### src/rtl/sari_pkg.sv
// Package for the six-axis servo ramp interpolator.
// Widths, codes and default parameter values; no dependencies.
package sari_pkg;

    localparam int NUM_CH        = 6;
    localparam int PULSE_W       = 15;
    localparam int STEP_NUM_W    = 7;
    localparam int STEPS_DEFAULT = 50;
    localparam int STEPS_MAX     = 64;
    // reciprocal multiplier width, enough for every ramp length up to STEPS_MAX
    localparam int RECIP_W       = PULSE_W + 2;
    localparam int PROD_W        = PULSE_W + RECIP_W;

    localparam logic CMD_RAMP   = 1'b0;
    localparam logic CMD_DIRECT = 1'b1;

    typedef logic [PULSE_W-1:0]        pulse_t;
    typedef logic signed [PULSE_W:0]   diff_t;
    typedef logic [STEP_NUM_W-1:0]     step_num_t;
    typedef logic [PROD_W-1:0]         prod_t;

endpackage

### src/rtl/sari_in_if.sv
// Command channel of the servo ramp interpolator: valid/ready plus one command word.
// Depends on sari_pkg.
interface sari_in_if
    import sari_pkg::*;
();
    logic   valid;
    logic   ready;
    logic   command;
    pulse_t target_0;
    pulse_t target_1;
    pulse_t target_2;
    pulse_t target_3;
    pulse_t target_4;
    pulse_t target_5;

    modport source
    (
        output valid, command, target_0, target_1, target_2, target_3, target_4, target_5,
        input  ready
    );

    modport sink
    (
        input  valid, command, target_0, target_1, target_2, target_3, target_4, target_5,
        output ready
    );
endinterface

### src/rtl/sari_out_if.sv
// Result channel of the servo ramp interpolator: valid/ready plus one compare word.
// Depends on sari_pkg.
interface sari_out_if
    import sari_pkg::*;
();
    logic      valid;
    logic      ready;
    pulse_t    compare_0;
    pulse_t    compare_1;
    pulse_t    compare_2;
    pulse_t    compare_3;
    pulse_t    compare_4;
    pulse_t    compare_5;
    step_num_t step_number;
    logic      last;

    modport source
    (
        output valid, compare_0, compare_1, compare_2, compare_3, compare_4, compare_5,
               step_number, last,
        input  ready
    );

    modport sink
    (
        input  valid, compare_0, compare_1, compare_2, compare_3, compare_4, compare_5,
               step_number, last,
        output ready
    );
endinterface

### src/rtl/six_axis_servo_ramp_interpolator.sv
// Six-axis servo ramp interpolator top level.
// Depends on sari_pkg, sari_in_if, sari_out_if.
//
// Each command word carries six target pulse widths. A direct command yields one result
// word with the targets (step_number 0, last 1). A ramp command yields STEPS words, with
// STEPS clamped to 1..64. Word i holds current + i * step per channel, where step is
// (target - current) / STEPS truncated toward zero, and the final word is flagged with
// last. After either command the targets become the current values. Pipeline: difference,
// reciprocal multiply, then a ramp accumulator feeding the output register, each stage
// registered. The accumulator produces one word per cycle while the output register is
// free, so a ramp command holds it until its STEPS words are out and a direct command
// until its one word is out. Command words are taken every cycle while the pipeline
// ahead of the accumulator has room.
module six_axis_servo_ramp_interpolator
    import sari_pkg::*;
#(
    parameter int STEPS = STEPS_DEFAULT
)
(
    input  logic        clk,
    input  logic        rst_n,
    sari_in_if.sink     request,
    sari_out_if.source  result
);

    // ramp length actually used
    localparam int RAMP_LEN   = (STEPS < 1) ? 1 : ((STEPS > STEPS_MAX) ? STEPS_MAX : STEPS);
    // exact divide by RAMP_LEN for 15-bit magnitudes: q = (m * RECIP) >> STEP_SHIFT
    localparam int STEP_SHIFT = PULSE_W + $clog2(RAMP_LEN);
    localparam int RECIP      = ((1 << STEP_SHIFT) + RAMP_LEN - 1) / RAMP_LEN;
    localparam logic [RECIP_W-1:0] RECIP_K   = RECIP_W'(RECIP);
    localparam step_num_t          LAST_STEP = STEP_NUM_W'(RAMP_LEN);

    pulse_t tgt_in [NUM_CH];
    pulse_t cur_reg [NUM_CH];

    // stage 1: difference magnitude and sign
    logic              s1_valid_reg;
    logic              s1_cmd_reg;
    pulse_t            s1_tgt_reg  [NUM_CH];
    pulse_t            s1_base_reg [NUM_CH];
    pulse_t            s1_mag_reg  [NUM_CH];
    logic [NUM_CH-1:0] s1_neg_reg;

    // stage 2: reciprocal product
    logic              s2_valid_reg;
    logic              s2_cmd_reg;
    pulse_t            s2_tgt_reg  [NUM_CH];
    pulse_t            s2_base_reg [NUM_CH];
    prod_t             s2_prod_reg [NUM_CH];
    logic [NUM_CH-1:0] s2_neg_reg;

    // stage 3: ramp accumulator
    logic              s3_valid_reg;
    logic              s3_cmd_reg;
    pulse_t            s3_tgt_reg  [NUM_CH];
    pulse_t            s3_acc_reg  [NUM_CH];
    diff_t             s3_step_reg [NUM_CH];
    step_num_t         s3_cnt_reg;

    // output register
    logic              out_valid_reg;
    pulse_t            out_cmp_reg [NUM_CH];
    step_num_t         out_step_reg;
    logic              out_last_reg;

    diff_t             diff      [NUM_CH];
    logic [NUM_CH-1:0] diff_neg;
    pulse_t            diff_mag  [NUM_CH];
    diff_t             step_next [NUM_CH];
    pulse_t            acc_next  [NUM_CH];
    pulse_t            quot      [NUM_CH];

    logic accept;
    logic out_free;
    logic emit3;
    logic fin3;
    logic s3_free;
    logic adv2;
    logic s2_free;
    logic adv1;
    logic s1_free;

    assign tgt_in[0] = request.target_0;
    assign tgt_in[1] = request.target_1;
    assign tgt_in[2] = request.target_2;
    assign tgt_in[3] = request.target_3;
    assign tgt_in[4] = request.target_4;
    assign tgt_in[5] = request.target_5;

    // flow control, back to front
    assign out_free = !out_valid_reg || result.ready;
    assign emit3    = s3_valid_reg && out_free;
    assign fin3     = (s3_cmd_reg == CMD_DIRECT) || (s3_cnt_reg == LAST_STEP);
    assign s3_free  = !s3_valid_reg || (emit3 && fin3);
    assign adv2     = s2_valid_reg && s3_free;
    assign s2_free  = !s2_valid_reg || adv2;
    assign adv1     = s1_valid_reg && s2_free;
    assign s1_free  = !s1_valid_reg || adv1;
    assign accept   = request.valid && s1_free;

    assign request.ready = s1_free;

    always_comb
    begin
        for (int ch = 0; ch < NUM_CH; ch++)
        begin
            diff[ch]     = diff_t'({1'b0, tgt_in[ch]}) - diff_t'({1'b0, cur_reg[ch]});
            diff_neg[ch] = diff[ch][PULSE_W];
            diff_mag[ch] = diff_neg[ch] ? PULSE_W'(-diff[ch]) : diff[ch][PULSE_W-1:0];
            quot[ch]     = PULSE_W'(s2_prod_reg[ch] >> STEP_SHIFT);
            step_next[ch] = s2_neg_reg[ch] ? -diff_t'({1'b0, quot[ch]})
                                           :  diff_t'({1'b0, quot[ch]});
            acc_next[ch] = PULSE_W'(diff_t'({1'b0, s3_acc_reg[ch]}) + s3_step_reg[ch]);
        end
    end

    // control state
    always_ff @(posedge clk or negedge rst_n)
    begin
        if (!rst_n)
        begin
            s1_valid_reg  <= 1'b0;
            s2_valid_reg  <= 1'b0;
            s3_valid_reg  <= 1'b0;
            out_valid_reg <= 1'b0;
            s3_cnt_reg    <= '0;
            for (int ch = 0; ch < NUM_CH; ch++)
            begin
                cur_reg[ch] <= '0;
            end
        end
        else
        begin
            if (accept)
            begin
                for (int ch = 0; ch < NUM_CH; ch++)
                begin
                    cur_reg[ch] <= tgt_in[ch];
                end
            end
            if (s1_free)
            begin
                s1_valid_reg <= request.valid;
            end
            if (s2_free)
            begin
                s2_valid_reg <= s1_valid_reg;
            end
            if (s3_free)
            begin
                s3_valid_reg <= s2_valid_reg;
                if (s2_valid_reg)
                begin
                    s3_cnt_reg <= step_num_t'(1);
                end
            end
            else if (emit3)
            begin
                s3_cnt_reg <= s3_cnt_reg + step_num_t'(1);
            end
            if (out_free)
            begin
                out_valid_reg <= s3_valid_reg;
            end
        end
    end

    // payload
    always_ff @(posedge clk)
    begin
        if (accept)
        begin
            s1_cmd_reg <= request.command;
            s1_neg_reg <= diff_neg;
            for (int ch = 0; ch < NUM_CH; ch++)
            begin
                s1_tgt_reg[ch]  <= tgt_in[ch];
                s1_base_reg[ch] <= cur_reg[ch];
                s1_mag_reg[ch]  <= diff_mag[ch];
            end
        end
        if (adv1)
        begin
            s2_cmd_reg <= s1_cmd_reg;
            s2_neg_reg <= s1_neg_reg;
            for (int ch = 0; ch < NUM_CH; ch++)
            begin
                s2_tgt_reg[ch]  <= s1_tgt_reg[ch];
                s2_base_reg[ch] <= s1_base_reg[ch];
                s2_prod_reg[ch] <= PROD_W'(s1_mag_reg[ch]) * PROD_W'(RECIP_K);
            end
        end
        if (adv2)
        begin
            s3_cmd_reg <= s2_cmd_reg;
            for (int ch = 0; ch < NUM_CH; ch++)
            begin
                s3_tgt_reg[ch]  <= s2_tgt_reg[ch];
                s3_acc_reg[ch]  <= s2_base_reg[ch];
                s3_step_reg[ch] <= step_next[ch];
            end
        end
        else if (emit3)
        begin
            for (int ch = 0; ch < NUM_CH; ch++)
            begin
                s3_acc_reg[ch] <= acc_next[ch];
            end
        end
        if (emit3)
        begin
            out_last_reg <= fin3;
            if (s3_cmd_reg == CMD_DIRECT)
            begin
                out_step_reg <= '0;
                for (int ch = 0; ch < NUM_CH; ch++)
                begin
                    out_cmp_reg[ch] <= s3_tgt_reg[ch];
                end
            end
            else
            begin
                out_step_reg <= s3_cnt_reg;
                for (int ch = 0; ch < NUM_CH; ch++)
                begin
                    out_cmp_reg[ch] <= acc_next[ch];
                end
            end
        end
    end

    assign result.valid       = out_valid_reg;
    assign result.compare_0   = out_cmp_reg[0];
    assign result.compare_1   = out_cmp_reg[1];
    assign result.compare_2   = out_cmp_reg[2];
    assign result.compare_3   = out_cmp_reg[3];
    assign result.compare_4   = out_cmp_reg[4];
    assign result.compare_5   = out_cmp_reg[5];
    assign result.step_number = out_step_reg;
    assign result.last        = out_last_reg;

endmodule

### src/flat_wrapper.sv
// flat-port wrapper written by rule: the top's interface ports become plain ports
module six_axis_servo_ramp_interpolator_flat import sari_pkg::*;
#(
    parameter int STEPS = STEPS_DEFAULT
)
  (clk, rst_n, request_valid, request_command, request_target_0, request_target_1, request_target_2, request_target_3, request_target_4, request_target_5, request_ready, result_valid, result_compare_0, result_compare_1, result_compare_2, result_compare_3, result_compare_4, result_compare_5, result_step_number, result_last, result_ready);
  sari_in_if request_i ();
  sari_out_if result_i ();
  input  logic clk;
  input  logic rst_n;
  input wire logic [$bits(request_i.valid)-1:0] request_valid;
  input wire logic [$bits(request_i.command)-1:0] request_command;
  input wire logic [$bits(request_i.target_0)-1:0] request_target_0;
  input wire logic [$bits(request_i.target_1)-1:0] request_target_1;
  input wire logic [$bits(request_i.target_2)-1:0] request_target_2;
  input wire logic [$bits(request_i.target_3)-1:0] request_target_3;
  input wire logic [$bits(request_i.target_4)-1:0] request_target_4;
  input wire logic [$bits(request_i.target_5)-1:0] request_target_5;
  output wire logic [$bits(request_i.ready)-1:0] request_ready;
  output wire logic [$bits(result_i.valid)-1:0] result_valid;
  output wire logic [$bits(result_i.compare_0)-1:0] result_compare_0;
  output wire logic [$bits(result_i.compare_1)-1:0] result_compare_1;
  output wire logic [$bits(result_i.compare_2)-1:0] result_compare_2;
  output wire logic [$bits(result_i.compare_3)-1:0] result_compare_3;
  output wire logic [$bits(result_i.compare_4)-1:0] result_compare_4;
  output wire logic [$bits(result_i.compare_5)-1:0] result_compare_5;
  output wire logic [$bits(result_i.step_number)-1:0] result_step_number;
  output wire logic [$bits(result_i.last)-1:0] result_last;
  input wire logic [$bits(result_i.ready)-1:0] result_ready;
  assign request_i.valid = request_valid;
  assign request_i.command = request_command;
  assign request_i.target_0 = request_target_0;
  assign request_i.target_1 = request_target_1;
  assign request_i.target_2 = request_target_2;
  assign request_i.target_3 = request_target_3;
  assign request_i.target_4 = request_target_4;
  assign request_i.target_5 = request_target_5;
  assign request_ready = request_i.ready;
  assign result_valid = result_i.valid;
  assign result_compare_0 = result_i.compare_0;
  assign result_compare_1 = result_i.compare_1;
  assign result_compare_2 = result_i.compare_2;
  assign result_compare_3 = result_i.compare_3;
  assign result_compare_4 = result_i.compare_4;
  assign result_compare_5 = result_i.compare_5;
  assign result_step_number = result_i.step_number;
  assign result_last = result_i.last;
  assign result_i.ready = result_ready;
  six_axis_servo_ramp_interpolator #(.STEPS(STEPS)) u_core (.clk(clk), .rst_n(rst_n), .request(request_i), .result(result_i));
endmodule
### config.mk
export PLATFORM = sky130hd
export DESIGN_NAME = six_axis_servo_ramp_interpolator_flat
export DESIGN_NICKNAME = d
export VERILOG_FILES = /design/src/rtl/sari_pkg.sv /design/src/rtl/sari_in_if.sv /design/src/rtl/sari_out_if.sv /design/src/rtl/six_axis_servo_ramp_interpolator.sv /design/src/flat_wrapper.sv
export SDC_FILE = /design/constraint.sdc
export NUM_CORES = 2
export LEC_CHECK = 0
export CORE_UTILIZATION = 59
export DETAILED_ROUTE_END_ITERATION = 10
export DONT_BUFFER_PORTS = 1
export PLACE_DENSITY = 0.78
export SYNTH_ARGS = -nofsm -noshare
export SYNTH_HDL_FRONTEND = slang
export SYNTH_SLANG_ARGS = --single-unit
### constraint.sdc
create_clock -name clk -period 8.05 [get_ports clk]
set_input_delay 1.61 -clock clk [delete_from_list [all_inputs] [get_ports clk]]
set_output_delay 1.61 -clock clk [all_outputs]
set_load 0.1 [all_outputs]
==> out/qor.csv <==
stage,metric,value,unit
sta,worstMarginPinSlew,1170,ps
sta,skew,46.9,ps
run_status,outcome,"finished, final reports clean",
logic_synthesis,synth-warning-count,0,
cells_and_area,multi_input_area,30700,sq um
floorplan,io_pins,195,
cts,clock-sinks,994,
logic_synthesis,async_reset_ff_share,10.2,%
grt,overflow,0,
grt,grt_start_max_net_pins,175,
critical_path,slowest_stage,edfxtp_1,
critical_path,path_buf_inv,2,
logic_synthesis,syn_avg_cell_area,12.5,sq um
cells_and_area,drive_gt1_share,6.39,%
critical_path,criticalPathCategory,flop to flop,
critical_path,critPathMostFrequentCell,fa_1,
sta,hold_violations,0,
logic_synthesis,synth_flop_cell,edfxtp_1,
routing,dr.pass1.iters,5,
floorplan,die_area,109000,sq um
critical_path,cp-start-kind,flop,
grt,antenna_found_initial,7,
cts,cts_tree,done,
placement,placedCellCount,6426,
placement,dp_hpwl,96800,um
routing,viasPerCell,5.56,
cts,h-tree-depth,3,
critical_path,cp.arrival,5880,ps
cts,ctsHoldBuffers,0,
grt,grt_first_pass_wirelength,205000,um
cells_and_area,layout_common_cells,"edfxtp_1, inv_1, ha_1",
logic_synthesis,seq_area_frac_synth,46.3,%
logic_synthesis,syn_area,63400,sq um
sta,slew_headroom,22.2,%
logic_synthesis,synthCells,5078,
cts,postCtsResizedCells,0,
logic_synthesis,synth_seq_cells,994,
cells_and_area,fin_util,64.9,%
cts,cts_setup_buffers,0,
sta,setup_tns,0,ps
placement,portBuffers,0,
critical_path,critPathRequiredTime,8480,ps
routing,drc_errors,0,
floorplan,core-area,106000,sq um
routing,wl_per_cell,19.3,um
cells_and_area,mostFrequentLayoutCell,edfxtp_1,
floorplan,row_count,119,
critical_path,critPathTopFamily,adder cells,
routing,drtIter0Drc,2347,
cts,path_clk_slew,70,ps
floorplan,fp.dieW,330,um
sta,fin_crit,5460,ps
logic_synthesis,syn_nets,6387,
sta,max_freq,183,MHz
logic_synthesis,netlist_top_cells_area,"edfxtp_1, ha_1, fa_1",
cts,clockRootBuffer,clkbuf_16,
worst_hold_path,hp-class,flop to flop,
sta,slew_viol_final,0,
sta,finalCritPeriodShare,67.8,%
cells_and_area,num-nets-final,6447,
floorplan,initial_core_util,59.9,%
logic_synthesis,ys_types,72,
cells_and_area,nFillCells,7754,
cts,numCtsBuffers,101,
routing,num_vias,36800,
sta,grt_setup_unrepaired,false,
placement,gp_congestion,0.909,
floorplan,die_h,330,um
routing,wirelength,128000,um
critical_path,critPathMaxFanout,6,
cells_and_area,fin_cells,6619,
logic_synthesis,synth_edf_count,893,
grt,grt.total_usage,24.2,%
critical_path,cp_slowest_stage_delay,550,ps
grt,first_global_vias,38600,
sta,setup_violations,0,
routing,postRouteAntennaNets,0,
logic_synthesis,synth_area_leader_cell,edfxtp_1,
logic_synthesis,synth_top_area_share,42.3,%
cts,clk_latency,720,ps
critical_path,cp-end-kind,flop,
cells_and_area,register_area,29300,sq um
critical_path,path_cells,ha_1 -> fa_1 -> fa_1 -> inv_1 -> fa_1 -> fa_1 -> inv_1 -> ha_1 -> o21a_1 -> a21oi_1 -> o211ai_1 -> a22o_1 -> a31oi_1 -> a211oi_1 -> a2111oi_0 -> xnor2_1,
run,drv_cap,0,
cells_and_area,syn_to_final_growth,8.23,%
cts,clockBufferDepth,3,
-- layer usage --
metal	track usage, %	vias to the layer above	part of all wire [%]
met1	32.3	18000	43
met4	5.66	10	2.2
met5	0	-	0.054
met3	5.37	196	6.6
li1	-	17700	-
met2	40.3	860	48
-- final timing paths --
path                                           from                         to  slack, ps  cells past startpoint
max                        u_core.s1_mag_reg[3][10]  u_core.s2_prod_reg[3][27]       2590                     16
min                         u_core.s1_tgt_reg[4][4]    u_core.s2_tgt_reg[4][4]        400                      0
max reg2reg                u_core.s1_mag_reg[3][10]  u_core.s2_prod_reg[3][27]       2590                     16
min reg2reg                 u_core.s1_tgt_reg[4][4]    u_core.s2_tgt_reg[4][4]        400                      0
max in group asynchronous                     rst_n         u_core.cur_reg[43]       7160                      0
min in group asynchronous                     rst_n         u_core.cur_reg[49]        600                      0
-- cell families (layout without fill, tap and decap cells) --
family / count (synthesis) / count (layout) / synth area share (%)
buffers and inverters: 912 / 1059 / 5.40
AND/OR/NAND/NOR: 776 / 776 / 5.64
AO/OA/AOI/OAI: 755 / 755 / 7.44
multiplexers: 97 / 97 / 1.72
flip-flops: 994 / 994 / 46.3
XOR/XNOR: 330 / 330 / 4.56
other: 0 / 3 / 0
adder cells (fa/ha/maj): 1214 / 1214 / 29.0
-- Yosys cell counts (all sizes together), types with 6 or more instances --
cell and number:
edfxtp 893, inv 849, ha 788, fa 426, nand2 358, o21ai 299
xnor2 240, nor2 134, a21oi 131, dfrtp 101, mux2 96, xor2 90
a21o 69, o21a 59, nand3 47, nor3 46, clkbuf 45, or3 37
nor2b 36, o31ai 35, a211oi 30, nand2b 30, a31o 24, and3 21
or4 21, buf 17, a31oi 15, o21bai 13, nand4 12, or2 12
o41ai 11, nor4 8, o211ai 8, a211o 7, a2111oi 6, a21boi 6
a41oi 6
-- through the flow --
stage,setup WS [ps],hold slack [ps],cell area (sq um)
2_1_floorplan,136,400,63400
3_3_place_gp,2720,400,65200
3_5_place_dp,2590,405,65200
4_1_cts,2580,397,68600
5_1_grt,2270,408,68600
6_report,2590,403,68700
-- layout make-up --
type | count | share of cell area (%)
multi-input cells | 3172 | 44.7
flip-flops and latches | 994 | 42.7
inverters | 850 | 4.67
clock buffers | 126 | 3.89
well taps | 1391 | 2.54
clock inverters | 64 | 1.10
repair buffers | 19 | 0.317
diodes | 3 | 0.0109
Power is left out: the tool's default activity adds up to more than one toggle a clock period on the data nets, which glitch-free logic cannot reach.
